==> src/rtl/core/chip8_instruction_executor_macros.svh <==
// Assertion macros shared by the executor modules.
// Each check is sampled on i_clk and ignored while i_rst_n is low.
`ifndef CHIP8_INSTRUCTION_EXECUTOR_MACROS_SVH
`define CHIP8_INSTRUCTION_EXECUTOR_MACROS_SVH

`ifndef ASSERT_OFF
`define C8IE_ASSERT_IMP(lbl, ante, cons) \
    lbl: assert property (@(posedge i_clk) disable iff (!i_rst_n) (ante) |-> (cons)) \
        else $error("assertion failed");
`define C8IE_ASSERT_NXT(lbl, ante, cons) \
    lbl: assert property (@(posedge i_clk) disable iff (!i_rst_n) (ante) |=> (cons)) \
        else $error("assertion failed");
`else
`define C8IE_ASSERT_IMP(lbl, ante, cons)
`define C8IE_ASSERT_NXT(lbl, ante, cons)
`endif

`endif

==> src/rtl/core/c8ie_pkg.sv <==
`timescale 1ns / 1ps

package c8ie_pkg;

    localparam int MEM_BYTES   = 4096;
    localparam int STACK_DEPTH = 16;
    localparam int MEM_AW      = $clog2(MEM_BYTES);
    localparam int STACK_AW    = $clog2(STACK_DEPTH);
    localparam int SP_W        = $clog2(STACK_DEPTH + 1);
    localparam int ADDR_W      = 12;
    localparam int FONT_BYTES  = 80;

    localparam logic [ADDR_W-1:0] START_RESET = 12'h200;
    localparam logic [15:0]       OP_RET      = 16'h00EE;

    localparam logic [1:0] KIND_LOAD   = 2'd0;
    localparam logic [1:0] KIND_STEP   = 2'd1;
    localparam logic [1:0] KIND_RD_MEM = 2'd2;
    localparam logic [1:0] KIND_RD_REG = 2'd3;

    localparam logic [3:0] OPC_SYS   = 4'h0;
    localparam logic [3:0] OPC_JP    = 4'h1;
    localparam logic [3:0] OPC_CALL  = 4'h2;
    localparam logic [3:0] OPC_SE_K  = 4'h3;
    localparam logic [3:0] OPC_SNE_K = 4'h4;
    localparam logic [3:0] OPC_SE_V  = 4'h5;
    localparam logic [3:0] OPC_LD_K  = 4'h6;
    localparam logic [3:0] OPC_ADD_K = 4'h7;
    localparam logic [3:0] OPC_ALU   = 4'h8;
    localparam logic [3:0] OPC_SNE_V = 4'h9;
    localparam logic [3:0] OPC_LD_I  = 4'hA;
    localparam logic [3:0] OPC_JP_V0 = 4'hB;
    localparam logic [3:0] OPC_RND   = 4'hC;
    localparam logic [3:0] OPC_MISC  = 4'hF;

    localparam logic [3:0] ALU_MOV  = 4'h0;
    localparam logic [3:0] ALU_OR   = 4'h1;
    localparam logic [3:0] ALU_AND  = 4'h2;
    localparam logic [3:0] ALU_XOR  = 4'h3;
    localparam logic [3:0] ALU_ADD  = 4'h4;
    localparam logic [3:0] ALU_SUB  = 4'h5;
    localparam logic [3:0] ALU_SHR  = 4'h6;
    localparam logic [3:0] ALU_SUBN = 4'h7;
    localparam logic [3:0] ALU_SHL  = 4'hE;

    localparam logic [7:0] MISC_KEY   = 8'h0A;
    localparam logic [7:0] MISC_ADDI  = 8'h1E;
    localparam logic [7:0] MISC_FONT  = 8'h29;
    localparam logic [7:0] MISC_BCD   = 8'h33;
    localparam logic [7:0] MISC_STORE = 8'h55;
    localparam logic [7:0] MISC_LOAD  = 8'h65;

    localparam logic [3:0] VF_IDX = 4'hF;

    localparam logic [7:0] FONT [FONT_BYTES] = '{
        8'hF0, 8'h90, 8'h90, 8'h90, 8'hF0, 8'h20, 8'h60, 8'h20, 8'h20, 8'h70,
        8'hF0, 8'h10, 8'hF0, 8'h80, 8'hF0, 8'hF0, 8'h10, 8'hF0, 8'h10, 8'hF0,
        8'h90, 8'h90, 8'hF0, 8'h10, 8'h10, 8'hF0, 8'h80, 8'hF0, 8'h10, 8'hF0,
        8'hF0, 8'h80, 8'hF0, 8'h90, 8'hF0, 8'hF0, 8'h10, 8'h20, 8'h40, 8'h40,
        8'hF0, 8'h90, 8'hF0, 8'h90, 8'hF0, 8'hF0, 8'h90, 8'hF0, 8'h10, 8'hF0,
        8'hF0, 8'h90, 8'hF0, 8'h90, 8'h90, 8'hE0, 8'h90, 8'hE0, 8'h90, 8'hE0,
        8'hF0, 8'h80, 8'h80, 8'h80, 8'hF0, 8'hE0, 8'h90, 8'h90, 8'h90, 8'hE0,
        8'hF0, 8'h80, 8'hF0, 8'h80, 8'hF0, 8'hF0, 8'h80, 8'hF0, 8'h80, 8'h80
    };

    typedef enum logic [1:0] {
        CLS_SIMPLE,
        CLS_BCD,
        CLS_STORE,
        CLS_LOAD
    } t_op_class;

    typedef enum logic [4:0] {
        UOP_NONE,
        UOP_CLEAR,
        UOP_ACCEPT,
        UOP_LOAD,
        UOP_RD_MEM,
        UOP_RD_REG,
        UOP_FETCH_HI,
        UOP_FETCH_LO,
        UOP_READ_X,
        UOP_READ_Y,
        UOP_EXEC,
        UOP_WR_VF,
        UOP_BCD,
        UOP_ST_RD,
        UOP_ST_WR,
        UOP_LD_RD,
        UOP_LD_WR,
        UOP_DONE
    } t_uop;

    typedef enum logic [4:0] {
        ST_CLEAR,
        ST_IDLE,
        ST_LOAD,
        ST_RD_MEM,
        ST_RD_REG,
        ST_FETCH_HI,
        ST_FETCH_LO,
        ST_READ_X,
        ST_READ_Y,
        ST_EXEC,
        ST_WR_VF,
        ST_BCD,
        ST_ST_RD,
        ST_ST_WR,
        ST_LD_RD,
        ST_LD_WR,
        ST_DONE
    } t_state;

    typedef struct packed {
        logic [1:0] kind;
        t_op_class  op_class;
        logic       need_vf;
        logic       cnt_eq_x;
        logic       cnt_eq_two;
        logic       clear_last;
        logic       out_free;
    } t_dp_status;

    function automatic t_op_class op_class_of(input logic [15:0] op);
        t_op_class cls;
        cls = CLS_SIMPLE;
        if (op[15:12] == OPC_MISC) begin
            if (op[7:0] == MISC_BCD) begin
                cls = CLS_BCD;
            end else if (op[7:0] == MISC_STORE) begin
                cls = CLS_STORE;
            end else if (op[7:0] == MISC_LOAD) begin
                cls = CLS_LOAD;
            end
        end
        return cls;
    endfunction

    // Decimal digit of an 8-bit value: 0 hundreds, 1 tens, 2 ones.
    function automatic logic [7:0] bcd_digit(input logic [7:0] v, input logic [1:0] sel);
        logic [1:0]  hund;
        logic [7:0]  rem8;
        logic [6:0]  rem;
        logic [14:0] prod;
        logic [3:0]  tens;
        logic [6:0]  ones;
        logic [7:0]  dig;
        if (v >= 8'd200) begin
            hund = 2'd2;
            rem8 = v - 8'd200;
        end else if (v >= 8'd100) begin
            hund = 2'd1;
            rem8 = v - 8'd100;
        end else begin
            hund = 2'd0;
            rem8 = v;
        end
        rem  = rem8[6:0];
        prod = 15'({8'd0, rem} * 15'd205);
        tens = prod[14:11];
        ones = rem - 7'({3'd0, tens} * 7'd10);
        if (sel == 2'd0) begin
            dig = {6'd0, hund};
        end else if (sel == 2'd1) begin
            dig = {4'd0, tens};
        end else begin
            dig = {1'b0, ones};
        end
        return dig;
    endfunction

endpackage

==> src/rtl/core/c8ie_ctrl.sv <==
`timescale 1ns / 1ps
`include "chip8_instruction_executor_macros.svh"

module c8ie_ctrl
    import c8ie_pkg::*;
(
    input  logic       i_clk,
    input  logic       i_rst_n,
    input  logic       i_in_valid,
    output logic       o_in_stall,
    input  t_dp_status i_status,
    output t_uop       o_uop
);

    t_state r_state;
    t_state n_state;

    always_ff @(posedge i_clk) begin
        if (!i_rst_n) begin
            r_state <= ST_CLEAR;
        end else begin
            r_state <= n_state;
        end
    end

    always_comb begin
        n_state    = r_state;
        o_uop      = UOP_NONE;
        o_in_stall = (r_state != ST_IDLE);
        unique case (r_state)
            ST_CLEAR: begin
                o_uop = UOP_CLEAR;
                if (i_status.clear_last) begin
                    n_state = ST_IDLE;
                end
            end
            ST_IDLE: begin
                if (i_in_valid) begin
                    o_uop = UOP_ACCEPT;
                    n_state = ST_DONE;
                end
            end
            ST_LOAD: begin
                o_uop = UOP_LOAD;
                n_state = ST_DONE;
            end
            ST_RD_MEM: begin
                o_uop = UOP_RD_MEM;
                n_state = ST_DONE;
            end
            ST_RD_REG: begin
                o_uop = UOP_RD_REG;
                n_state = ST_DONE;
            end
            ST_FETCH_HI: begin
                o_uop = UOP_FETCH_HI;
                n_state = ST_FETCH_LO;
            end
            ST_FETCH_LO: begin
                o_uop = UOP_FETCH_LO;
                n_state = ST_READ_X;
            end
            ST_READ_X: begin
                o_uop = UOP_READ_X;
                n_state = ST_READ_Y;
            end
            ST_READ_Y: begin
                o_uop = UOP_READ_Y;
                n_state = ST_EXEC;
            end
            ST_EXEC: begin
                o_uop = UOP_EXEC;
                unique case (i_status.op_class)
                    CLS_BCD:   n_state = ST_BCD;
                    CLS_STORE: n_state = ST_ST_RD;
                    CLS_LOAD:  n_state = ST_LD_RD;
                    default:   n_state = i_status.need_vf ? ST_WR_VF : ST_DONE;
                endcase
            end
            ST_WR_VF: begin
                o_uop = UOP_WR_VF;
                n_state = ST_DONE;
            end
            ST_BCD: begin
                o_uop = UOP_BCD;
                if (i_status.cnt_eq_two) begin
                    n_state = ST_DONE;
                end
            end
            ST_ST_RD: begin
                o_uop = UOP_ST_RD;
                n_state = ST_ST_WR;
            end
            ST_ST_WR: begin
                o_uop = UOP_ST_WR;
                n_state = i_status.cnt_eq_x ? ST_DONE : ST_ST_RD;
            end
            ST_LD_RD: begin
                o_uop = UOP_LD_RD;
                n_state = ST_LD_WR;
            end
            ST_LD_WR: begin
                o_uop = UOP_LD_WR;
                n_state = i_status.cnt_eq_x ? ST_DONE : ST_LD_RD;
            end
            ST_DONE: begin
                if (i_status.out_free) begin
                    o_uop = UOP_DONE;
                    n_state = ST_IDLE;
                end
            end
            default: begin
                n_state = ST_IDLE;
            end
        endcase
        // The accepted kind picks the first working state.
        if (r_state == ST_IDLE && i_in_valid) begin
            unique case (i_status.kind)
                KIND_LOAD:   n_state = ST_LOAD;
                KIND_STEP:   n_state = ST_FETCH_HI;
                KIND_RD_MEM: n_state = ST_RD_MEM;
                default:     n_state = ST_RD_REG;
            endcase
        end
    end

    `C8IE_ASSERT_NXT(a_clear_holds, r_state == ST_CLEAR && !i_status.clear_last,
                     r_state == ST_CLEAR)
    `C8IE_ASSERT_NXT(a_exec_follows_read, r_state == ST_READ_Y, r_state == ST_EXEC)
    `C8IE_ASSERT_NXT(a_done_to_idle, r_state == ST_DONE && i_status.out_free,
                     r_state == ST_IDLE)

endmodule

==> config.mk <==
export PLATFORM = sky130hd
export DESIGN_NAME = c8ie_ctrl
export DESIGN_NICKNAME = d
export VERILOG_FILES = /design/src/rtl/core/c8ie_pkg.sv /design/src/rtl/core/c8ie_ctrl.sv
export VERILOG_INCLUDE_DIRS = /design/src /design/src/rtl/core
export SDC_FILE = /design/constraint.sdc
export NUM_CORES = 1
export LEC_CHECK = 0
export ABC_AREA = 1
export BUFFER_PORTS_ARGS = -buffer_cell sky130_fd_sc_hd__buf_2
export CAP_MARGIN = 30
export CORE_ASPECT_RATIO = 0.9
export CORE_UTILIZATION = 44
export DETAILED_ROUTE_END_ITERATION = 10
export PLACE_DENSITY = 0.69
export SYNTH_ARGS = -nofsm -noshare
export SYNTH_HDL_FRONTEND = slang
export SYNTH_SLANG_ARGS = --single-unit
==> constraint.sdc <==
create_clock -name i_clk -period 1.5 [get_ports i_clk]
set_clock_uncertainty 0.1 [all_clocks]
set_input_delay 0.15 -clock i_clk [delete_from_list [all_inputs] [get_ports i_clk]]
set_output_delay 0.15 -clock i_clk [all_outputs]
set_load 0.03 [all_outputs]
==> summary.txt, run 1 <==
Routing
  – Post-DRT Antenna Nets: 0
  – WL met2: 1304 um
  – DRC viols: 0
  – First drt pass iteration count: 4
  – Vias per cell: 5.445
  – Routed Wire Length: 2666 um
  – Initial drt markers: 35
  – Uppermost layer routed: met4
  – DR WL/cell: 13.96 um
  – Metal3 WL: 184 um
  – Via count: 1040
  – WL met1: 1097 um

Worst setup path
  – CP max-delay cell: dfxtp_4
  – CP max FO: 8
  – Arr. time, crit path: 1.39 ns
  – CP endpoint kind: output pin
  – Reg2Reg Depth: 9
  – WP data required: 1.25 ns
  – Stages on worst setup path: 5
  – Crit path buf inv count: 3
  – CP cell instances: inv_8, nor4_4, inv_1, o2111ai_1, buf_4
  – Critical path's top delay family: flip-flops
  – Worst Path Class, Setup: reg -> out
  – Slowest cell delay on critical path: 0.41 ns
  – CP Launch Type: flip-flop

Synth
  – Post-Synth XOR/XNOR Area: 0%
  – Asr flop ratio synth: 0%
  – Simple-Gate Fraction of Synth Area: 51.87%
  – Mux cell area share after synthesis: 0%
  – Synth Warn #: 0
  – Adder-cell area share of the yosys netlist: 6.803%
  – Synth cell types: 27
  – Mean Syn Cell Area: 5.933 um2
  – Post-synth EDFFs: 0
  – Seq cells post-synth: 5
  – Synth Area in Compound Gates: 13.44%
  – Largest family of logic cells by synthesized area: simple AND/OR/NAND/NOR gates
  – Netlist Area Pre-Place: 735.7 um2
  – Sequential share of the synthesized area: 13.61%
  – Cells after Synth: 124
  – Top_reg_cell synth: dfxtp_1
  – Syn nets: 140

Layout
  – FILL cells: 103
  – Max reg flops: 5
  – Layout cells sized above 1: 56.21%
  – NumNets Final: 186
  – Design area: 0.001282 mm2
  – Biggest regs: r_state (5)
  – Final core occ: 85.70%
  – N_diodes: 0
  – Synthesis-to-finish area growth: 74.32%
  – Reg with most FFs: r_state

Floorplanning
  – Die Span X: 45.10 um
  – Row Count: 13
  – Die height: 40.79 um
  – Initial core utilization: 49.16%
  – IO Pins: 18
  – Die Footprint: 0.001840 mm2
  – Total core area: 0.001496 mm2

STA
  – Max Freq: 610.7 MHz
  – Relative slew slack: 80.79%
  – Final Max Tran Viols: 0
  – Fin. Hold Viols: 0
  – Hold slack: 0.03417 ns
  – Final period util: 109.2%
  – Setup ws final: -0.1375 ns
  – Final setup viols: 5
  – Worst Tran Pin Value: 0.2859 ns
  – RSZ-0062 raised after global routing: true
  – Final critical-path required period: 1.638 ns
  – Sum Neg Setup Slack: -0.5638 ns

GRT
  – Global route overflow: 0
  – Largest net degree at the start of global routing: 9
  – Initial antenna violation count: 0
  – Number of global-route vias before repair: 846
  – First-pass GRT wire length: 3539 um
  – GR Util All Layers: 27.83%

Pwr
  – Power per cell area: 1092 mW/mm2
  – Peak VDD IR: 0.9197 mV
  – Overall Power: 1401 uW
  – P_leak: 0.0007013 uW

Status
  – Status: finished with violations
  – Failing checks: setup timing

Worst hold path
  – Hold Crit Depth: 3
  – Worst min path class: in -> reg

Clock network
  – CTS Hold Bufs: 0
  – Root buf cell: clkbuf_4
  – CTS clock-pin slew for the worst setup and hold paths: 0.04 ns
  – CTS tree: done
  – Worst-skew pair later-pin latency: 0.24 ns
  – H-tree Lvls: 1
  – Num CTS Buffers: 3
  – Sink Count: 5
  – Clock Tree Buf Depth: 2

Place
  – Port buffer count: 17
  – Detail Placement HPWL: 1772 um
  – Placed Area: 959.7 um2
  – GP Congestion: 0.8711

Job
  – Max cap viols: 0
## routing by layer
| layer | track usage, % | vias to the layer above |
|---|---|---|
| met1 | 30.15 | 460 |
| met5 | 0 | - |
| met4 | 9.848 | 0 |
| met2 | 53.99 | 69 |
| met3 | 6.167 | 12 |
| li1 | - | 499 |
## worst reg2reg max path: stages (launching register included)
cell	delay (ns)
dfxtp_4	0.43
nor2_4	0.07
buf_6	0.12
buf_4	0.14
nand4_1	0.13
nand2_2	0.09
nor2_4	0.13
nand2_1	0.06
nor2_1	0.08
nor2_1	0.04
## per-stage QoR
| step | std cells | worst slack, ns |
|---|---|---|
| floorplan | 124 | 0.04462 |
| global placement | 177 | -0.03036 |
| detailed placement | 177 | -0.02124 |
| CTS | 186 | -0.1363 |
| global route | 191 | -0.1962 |
| finish | 191 | -0.1375 |
## kinds of logic (layout without fill, tap and decap cells)
family                     count (synthesis)  in the layout
AOI/OAI and AO/OA                         15             15
adders and majority gates                  4              4
buffers and inverters                     28             73
DFF                                        5              5
and+or+nand+nor                           72             72
## cell type report
cell class / instances / area, um2 / area share [%]
inverters: 28 / 127.6 / 9.951
repair buffers: 41 / 300.3 / 23.41
clock buffers: 4 / 26.28 / 2.049
flip-flops and latches: 5 / 116.4 / 9.073
well taps: 22 / 27.53 / 2.146
multi-input cells: 91 / 684.4 / 53.37
## path summary, 6_finish.rpt
| check | from | to | slack (ns) |
|---|---|---|---|
| min | i_rst_n | r_state[1]$_SDFFE_PN0P_ | 0.03 |
| max | r_state[4]$_SDFFE_PN0P_ | o_uop[0] | -0.14 |
| min reg2reg | r_state[0]$_SDFFE_PN0P_ | r_state[0]$_SDFFE_PN0P_ | 0.51 |
| max reg2reg | r_state[0]$_SDFFE_PN0P_ | r_state[0]$_SDFFE_PN0P_ | 0.01 |
## report_power, final
group	switching, uW	total (uW)	leakage [uW]	internal (uW)
Sequential	92.2	264	0.0000441	172
Combinational	577	980	0.000642	403
Clock	55.5	156	0.0000150	101
## cell usage after synthesis, types with 2 or more instances
master / number / share of area, %
nand2_2: 3 / 2.6
dfxtp_1: 5 / 14
ha_1: 4 / 6.8
nor3_1: 2 / 1.4
nand3_2: 3 / 4.1
o21ai_0: 3 / 2.0
a21oi_1: 2 / 1.4
nand2_1: 21 / 11
o22ai_1: 2 / 1.7
inv_1: 23 / 12
nor2_2: 3 / 2.6
nor2_4: 3 / 4.6
nand3_1: 8 / 5.4
inv_2: 5 / 2.6
nor2_1: 20 / 10
nand4_1: 4 / 3.4
o21ai_1: 2 / 1.4
o2111ai_1: 2 / 2.4
## cells in the final DEF (no fill, tap or decap), types with 6 or more instances in the layout
cell type | Yosys | layout
nand3_1 | 8 | 6
inv_2 | 5 | 6
nor2_4 | 3 | 6
buf_2 | 0 | 12
inv_1 | 23 | 17
buf_4 | 0 | 23
nor2_2 | 3 | 7
buf_6 | 0 | 6
nor2_1 | 20 | 13
nand2_1 | 21 | 17
## what timing repair did
| action | CTS | global route |
|---|---|---|
| pin swaps | 6 | 17 |
| setup endpoints to repair | 6 | 10 |
| setup buffers | 5 | 5 |
| resized for setup | 33 | 34 |
No activity file was read; power rests on OpenSTA's default activity.
==> run 2: changes to the inputs <==
--- a/config.mk
+++ b/config.mk
@@ -9,7 +9,6 @@
 export ABC_AREA = 1
 export BUFFER_PORTS_ARGS = -buffer_cell sky130_fd_sc_hd__buf_2
 export CAP_MARGIN = 30
-export CORE_ASPECT_RATIO = 0.9
 export CORE_UTILIZATION = 44
 export DETAILED_ROUTE_END_ITERATION = 10
 export PLACE_DENSITY = 0.69
==> summary.txt, run 2 (synthesized netlist as in run 1, its figures left out) <==
Clock network
  – CTS Hold Bufs: 0 (unchanged)
  – CTS tree: done
  – Worst-skew pair later-pin latency: 0.24 ns (about the same)
  – H-tree Lvls: 1 (unchanged)
  – Num CTS Buffers: 3 (unchanged)
  – Clock Tree Buf Depth: 2 (unchanged)
  – Sink Count: 5 (unchanged)
  – CTS clock-pin slew for the worst setup and hold paths: 0.04 ns (about the same)
  – Root buf cell: clkbuf_4

STA
  – Final Max Tran Viols: 0 (unchanged)
  – Max Freq: 593.3 MHz (-2.9%)
  – Final period util: 112.4% (+3.2 points)
  – Final critical-path required period: 1.686 ns (+0.04804 ns)
  – RSZ-0062 raised after global routing: true
  – Final setup viols: 8 (+3)
  – Relative slew slack: 76.82% (-4.0 points)
  – Fin. Hold Viols: 0 (unchanged)
  – Setup ws final: -0.1855 ns (-0.04804 ns)
  – Worst Tran Pin Value: 0.3450 ns (+0.05904 ns)

Worst setup path
  – Arr. time, crit path: 1.44 ns (+0.05 ns)
  – Worst Path Class, Setup: reg -> out
  – CP Launch Type: flip-flop
  – CP endpoint kind: output pin
  – WP data required: 1.25 ns (about the same)
  – CP max FO: 3 (-5)

GRT
  – GR Util All Layers: 27.97% (+0.15 points)
  – Largest net degree at the start of global routing: 11 (+2)
  – Global route overflow: 0 (unchanged)
  – Number of global-route vias before repair: 929 (+9.8%)
  – Initial antenna violation count: 0 (unchanged)
  – First-pass GRT wire length: 3919 um (+11%)

Routing
  – DR WL/cell: 16.01 um (+15%)
  – DRC viols: 0 (unchanged)
  – First drt pass iteration count: 4 (unchanged)
  – Vias per cell: 5.724 (+5.1%)
  – Via count: 1059 (+1.8%)
  – Post-DRT Antenna Nets: 0 (unchanged)
  – Routed Wire Length: 2961 um (+11%)
  – Initial drt markers: 56 (+60%)

Pwr
  – Power per cell area: 1119 mW/mm2 (+2.4%)
  – Overall Power: 1412 uW (+0.84%)
  – P_leak: 0.0006963 uW (-0.71%)
  – Peak VDD IR: 0.7059 mV (-23%)

Floorplanning
  – Row Count: 14 (+1)
  – Die Span X: 42.89 um (-4.9%)
  – IO Pins: 18 (unchanged)
  – Total core area: 0.001541 mm2 (+3.0%)
  – Die height: 42.89 um (+5.1%)
  – Die Footprint: 0.001840 mm2 (about the same)
  – Initial core utilization: 47.73% (-1.4 points)

Layout
  – NumNets Final: 186 (unchanged)
  – Area of the multi-input gates: 676.9 um2 (-1.1%)
  – FF/Latch Area: 116.4 um2 (unchanged)
  – N_diodes: 0 (unchanged)
  – Synthesis-to-finish area growth: 71.60%
  – Commonest non-fill, non-tap cell in the layout: buf_4
  – Max reg flops: 5 (unchanged)
  – Fin cells: 185 (-3.1%)
  – Final core occ: 81.90% (-3.8 points)
  – Reg with most FFs: r_state
  – Layout cells sized above 1: 56.21% (unchanged)
  – FILL cells: 97 (-5.8%)
  – Biggest regs: r_state (5)
  – Most frequent cells in the layout: buf_4, inv_1, nand2_1, nor2_1, buf_2

Job
  – Max cap viols: 0 (unchanged)

Place
  – Placed cells: 166 (-6.2%)
  – Detail Placement HPWL: 1645 um (-7.2%)
  – Port buffer count: 17 (unchanged)
  – GP Congestion: 0.9103 (+4.5%)

Status
  – Failing checks: setup timing
  – Status: finished with violations

Worst hold path
  – Worst min path class: in -> reg
-- run 2: final cells by class --
| type | instances | share of cell area [%] |
|---|---|---|
| Timing Repair Buffer | 41 | 23.98 |
| Inverter | 28 | 9.514 |
| Clock buffer | 4 | 2.081 |
| Multi-Input combinational cell | 91 | 53.62 |
| Tap cell | 16 | 1.586 |
| Sequential cell | 5 | 9.217 |
-- run 2: power by group --
part           switching, uW  internal, uW
clock                   53.3           100
sequential              75.4           168
combinational            606           409
total                    734           678
-- run 2: path summary, 6_finish.rpt --
path	startpoint	end	slack, ns	depth (start not counted)
setup / recovery	r_state[2]$_SDFFE_PN0P_	o_uop[0]	-0.19	7
hold / removal	i_rst_n	r_state[2]$_SDFFE_PN0P_	0.04	3
setup reg to reg	r_state[0]$_SDFFE_PN0P_	r_state[2]$_SDFFE_PN0P_	-0.03	10
hold reg to reg	r_state[0]$_SDFFE_PN0P_	r_state[0]$_SDFFE_PN0P_	0.52	2
-- run 2: worst max-delay path, stage by stage, from the launching register on --
cell and delay [ns]:
dfxtp_4 0.38, inv_2 0.08, nor2_2 0.15, nand3_1 0.13, nand2_2 0.12, inv_1 0.06, o2111ai_1 0.09, buf_4 0.19
-- run 2: stage by stage --
stage                     setup WS, ns  setup TNS [ns]  hold slack, ns  area (um2)
final                          -0.1855         -0.6315         0.04241        1262
after CTS                      -0.1358         -0.5095         0.03535        1091
after detailed placement      -0.04105        -0.04105          0.2832       914.6
after global placement        -0.04949        -0.04949          0.2840       914.6
after global routing           -0.1984          -1.135         0.05256        1262
after floorplan                0.04462               0          0.1476       742.0
-- run 2: timing repair --
item                                    in CTS  in global routing
gates resized for setup                     28                 36
setup buffers                                8                  8
endpoints found under the setup margin       5                 11
pin swaps                                    4                 16
-- run 2: routing by layer --
layer,wire (um),share of wire (%),global-route usage (%)
met4,110,3.7,13.13
met5,0,0,0
met1,1195,40,33.42
met2,1402,47,49.70
met3,251,8.5,2.128
==> run 3: changes to the inputs <==
--- a/config.mk
+++ b/config.mk
@@ -9,6 +9,7 @@
 export ABC_AREA = 1
 export BUFFER_PORTS_ARGS = -buffer_cell sky130_fd_sc_hd__buf_2
 export CAP_MARGIN = 30
+export CORE_ASPECT_RATIO = 1.25
 export CORE_UTILIZATION = 44
 export DETAILED_ROUTE_END_ITERATION = 10
 export PLACE_DENSITY = 0.69
==> summary.txt, run 3 (synthesized netlist as in run 1, its figures left out) <==
Status
  – Status: finished with violations
  – Failing checks: DRC, setup timing

Layout
  – Synthesis-to-finish area growth: 60.03%
  – Commonest non-fill, non-tap cell in the layout: inv_1
  – Biggest regs: r_state (5)
  – Layout cells sized above 1: 48.47% (-7.7 points)
  – Reg with most FFs: r_state
  – Most frequent cells in the layout: inv_1, nand2_1, nor2_1, buf_4, buf_2
  – NumNets Final: 180 (-3.2%)
  – N_diodes: 0 (unchanged)
  – Max reg flops: 5 (unchanged)

GRT
  – Number of global-route vias before repair: 854 (-8.1%)
  – GR Util All Layers: 27.10% (-0.87 points)
  – First-pass GRT wire length: 3505 um (-11%)
  – Initial antenna violation count: 0 (unchanged)
  – Global route overflow: 0 (unchanged)
  – Largest net degree at the start of global routing: 10 (-1)

STA
  – Final critical-path required period: 1.689 ns (+0.003527 ns)
  – Hold slack: 0.03273 ns (-0.009676 ns)
  – Final setup viols: 5 (-3)
  – RSZ-0062 raised after global routing: true
  – Relative slew slack: 83.24% (+6.4 points)
  – Final period util: 112.6% (+0.24 points)
  – Setup ws final: -0.1891 ns (-0.003527 ns)
  – Final Max Tran Viols: 0 (unchanged)
  – Max Freq: 592.0 MHz (-0.21%)
  – Worst Tran Pin Value: 0.2505 ns (-0.09446 ns)
  – Fin. Hold Viols: 0 (unchanged)

Clock network
  – Worst-skew pair later-pin latency: 0.24 ns (about the same)
  – Clock Tree Buf Depth: 2 (unchanged)
  – Root buf cell: clkbuf_4
  – Num CTS Buffers: 3 (unchanged)
  – CTS clock-pin slew for the worst setup and hold paths: 0.04 ns (about the same)
  – CTS Hold Bufs: 0 (unchanged)
  – H-tree Lvls: 1 (unchanged)
  – CTS tree: done
  – Sink Count: 5 (unchanged)

Worst setup path
  – CP endpoint kind: output pin
  – WP data required: 1.25 ns (about the same)
  – Reg2Reg Depth: 7 (-3)
  – CP max FO: 5 (+2)
  – Worst Path Class, Setup: reg -> out
  – RR Startpoint: r_state[1]$_SDFFE_PN0P_
  – Reg2Reg Setup Slack: 0.06 ns (+0.09 ns)
  – Reg2reg end: r_state[0]$_SDFFE_PN0P_
  – Arr. time, crit path: 1.44 ns (about the same)
  – CP Launch Type: flip-flop

Place
  – GP Congestion: 0.8767 (-3.7%)
  – Detail Placement HPWL: 1666 um (+1.3%)
  – Port buffer count: 17 (unchanged)

Pwr
  – Power per cell area: 1076 mW/mm2 (-3.8%)
  – Switching Share: 51.40% (-0.60 points)
  – Clock network power share: 11.9% (+1.0 points)
  – Overall Power: 1267 uW (-10%)
  – Cell-internal power: 615.8 uW (-9.2%)
  – Psw: 651.3 uW (-11%)
  – P_leak: 0.0006528 uW (-6.2%)
  – Flop pwr share: 18.0% (+0.7 points)
  – Peak VDD IR: 0.8010 mV (+13%)
  – Combinational power share: 70.1% (-1.7 points)

Job
  – Max cap viols: 0 (unchanged)

Worst hold path
  – Hold EP: r_state[2]$_SDFFE_PN0P_
  – Hold Crit Depth: 3 (unchanged)
  – Worst Min Path Start: i_rst_n
  – Worst min path class: in -> reg

Floorplanning
  – Initial core utilization: 47.12% (-0.61 points)
  – Die height: 47.72 um (+11%)
  – IO Pins: 18 (unchanged)
  – Die Footprint: 0.001841 mm2 (about the same)
  – Total core area: 0.001562 mm2 (+1.3%)
  – Die Span X: 38.58 um (-10%)
  – Row Count: 16 (+2)

Routing
  – Post-DRT Antenna Nets: 0 (unchanged)
  – Via count: 946 (-11%)
  – Routed Wire Length: 2389 um (-19%)
  – Vias per cell: 5.227 (-8.7%)
  – DR WL/cell: 13.20 um (-18%)
  – First drt pass iteration count: 7 (+3)
  – Initial drt markers: 28 (-50%)
  – DRC viols: 1 (+1)
[run 3: through the flow]
step	util, %	area (um2)	std cells	setup WS [ns]	TNS [ns]
after detailed placement	58.73	917.1	168	-0.02044	-0.02044
after global routing	75.40	1177	181	-0.2182	-0.8502
after CTS	72.52	1132	180	-0.1250	-0.4276
after floorplan	-	742.0	124	0.04462	0
after global placement	58.73	917.1	168	0.006582	0
final	75.40	1177	181	-0.1891	-0.5949
[run 3: critical path, stage by stage (launching register included)]
cell and delay (ns):
dfxtp_4 0.37, nor2_4 0.15, buf_4 0.16, nand3_1 0.07, nand2_1 0.11, inv_1 0.06, o2111ai_1 0.09, buf_4 0.19
[run 3: power groups by stage]
stage / registers [uW] / clock network, uW / logic (uW)
2_1_floorplan: 202 / 0 / 485
6_report: 228 / 151 / 889
3_3_place_gp: 196 / 0 / 698
4_1_cts: 222 / 154 / 844
5_1_grt: 233 / 169 / 943
3_5_place_dp: 198 / 0 / 706
[run 3: worst max-delay path by stage]
stage                             from       end  depth (start not counted)
2_1_floorplan  r_state[3]$_SDFFE_PN0P_  o_uop[0]                          3
3_3_place_gp   r_state[1]$_SDFFE_PN0P_  o_uop[0]                          6
3_5_place_dp   r_state[3]$_SDFFE_PN0P_  o_uop[0]                          6
4_1_cts        r_state[3]$_SDFFE_PN0P_  o_uop[0]                          6
5_1_grt        r_state[1]$_SDFFE_PN0P_  o_uop[0]                          7
6_report       r_state[1]$_SDFFE_PN0P_  o_uop[0]                          7
[run 3: timing repair]
| action | CTS | global route |
|---|---|---|
| gates resized for setup | 37 | 12 |
| pin swaps | 7 | 3 |
| setup endpoints to repair | 5 | 8 |
| setup buffers | 8 | 1 |
[run 3: cell type report]
class / count / area, um2
Inverter: 28 / 117.6
Clock buffer: 4 / 26.28
Sequential cell: 5 / 116.4
Fill cell: 122 / 384.1
Timing Repair Buffer: 35 / 259.0
Multi-Input combinational cell: 91 / 635.6
Tap cell: 18 / 22.52
[run 3: per-layer routing]
| metal | wire (um) | GRT usage, % | vias up |
|---|---|---|---|
| met5 | 0 | 0 | - |
| met4 | 29 | 12.41 | 0 |
| met3 | 79 | 6.512 | 4 |
| met2 | 1352 | 50.00 | 31 |
| met1 | 926 | 28.65 | 428 |
| li1 | - | - | 483 |
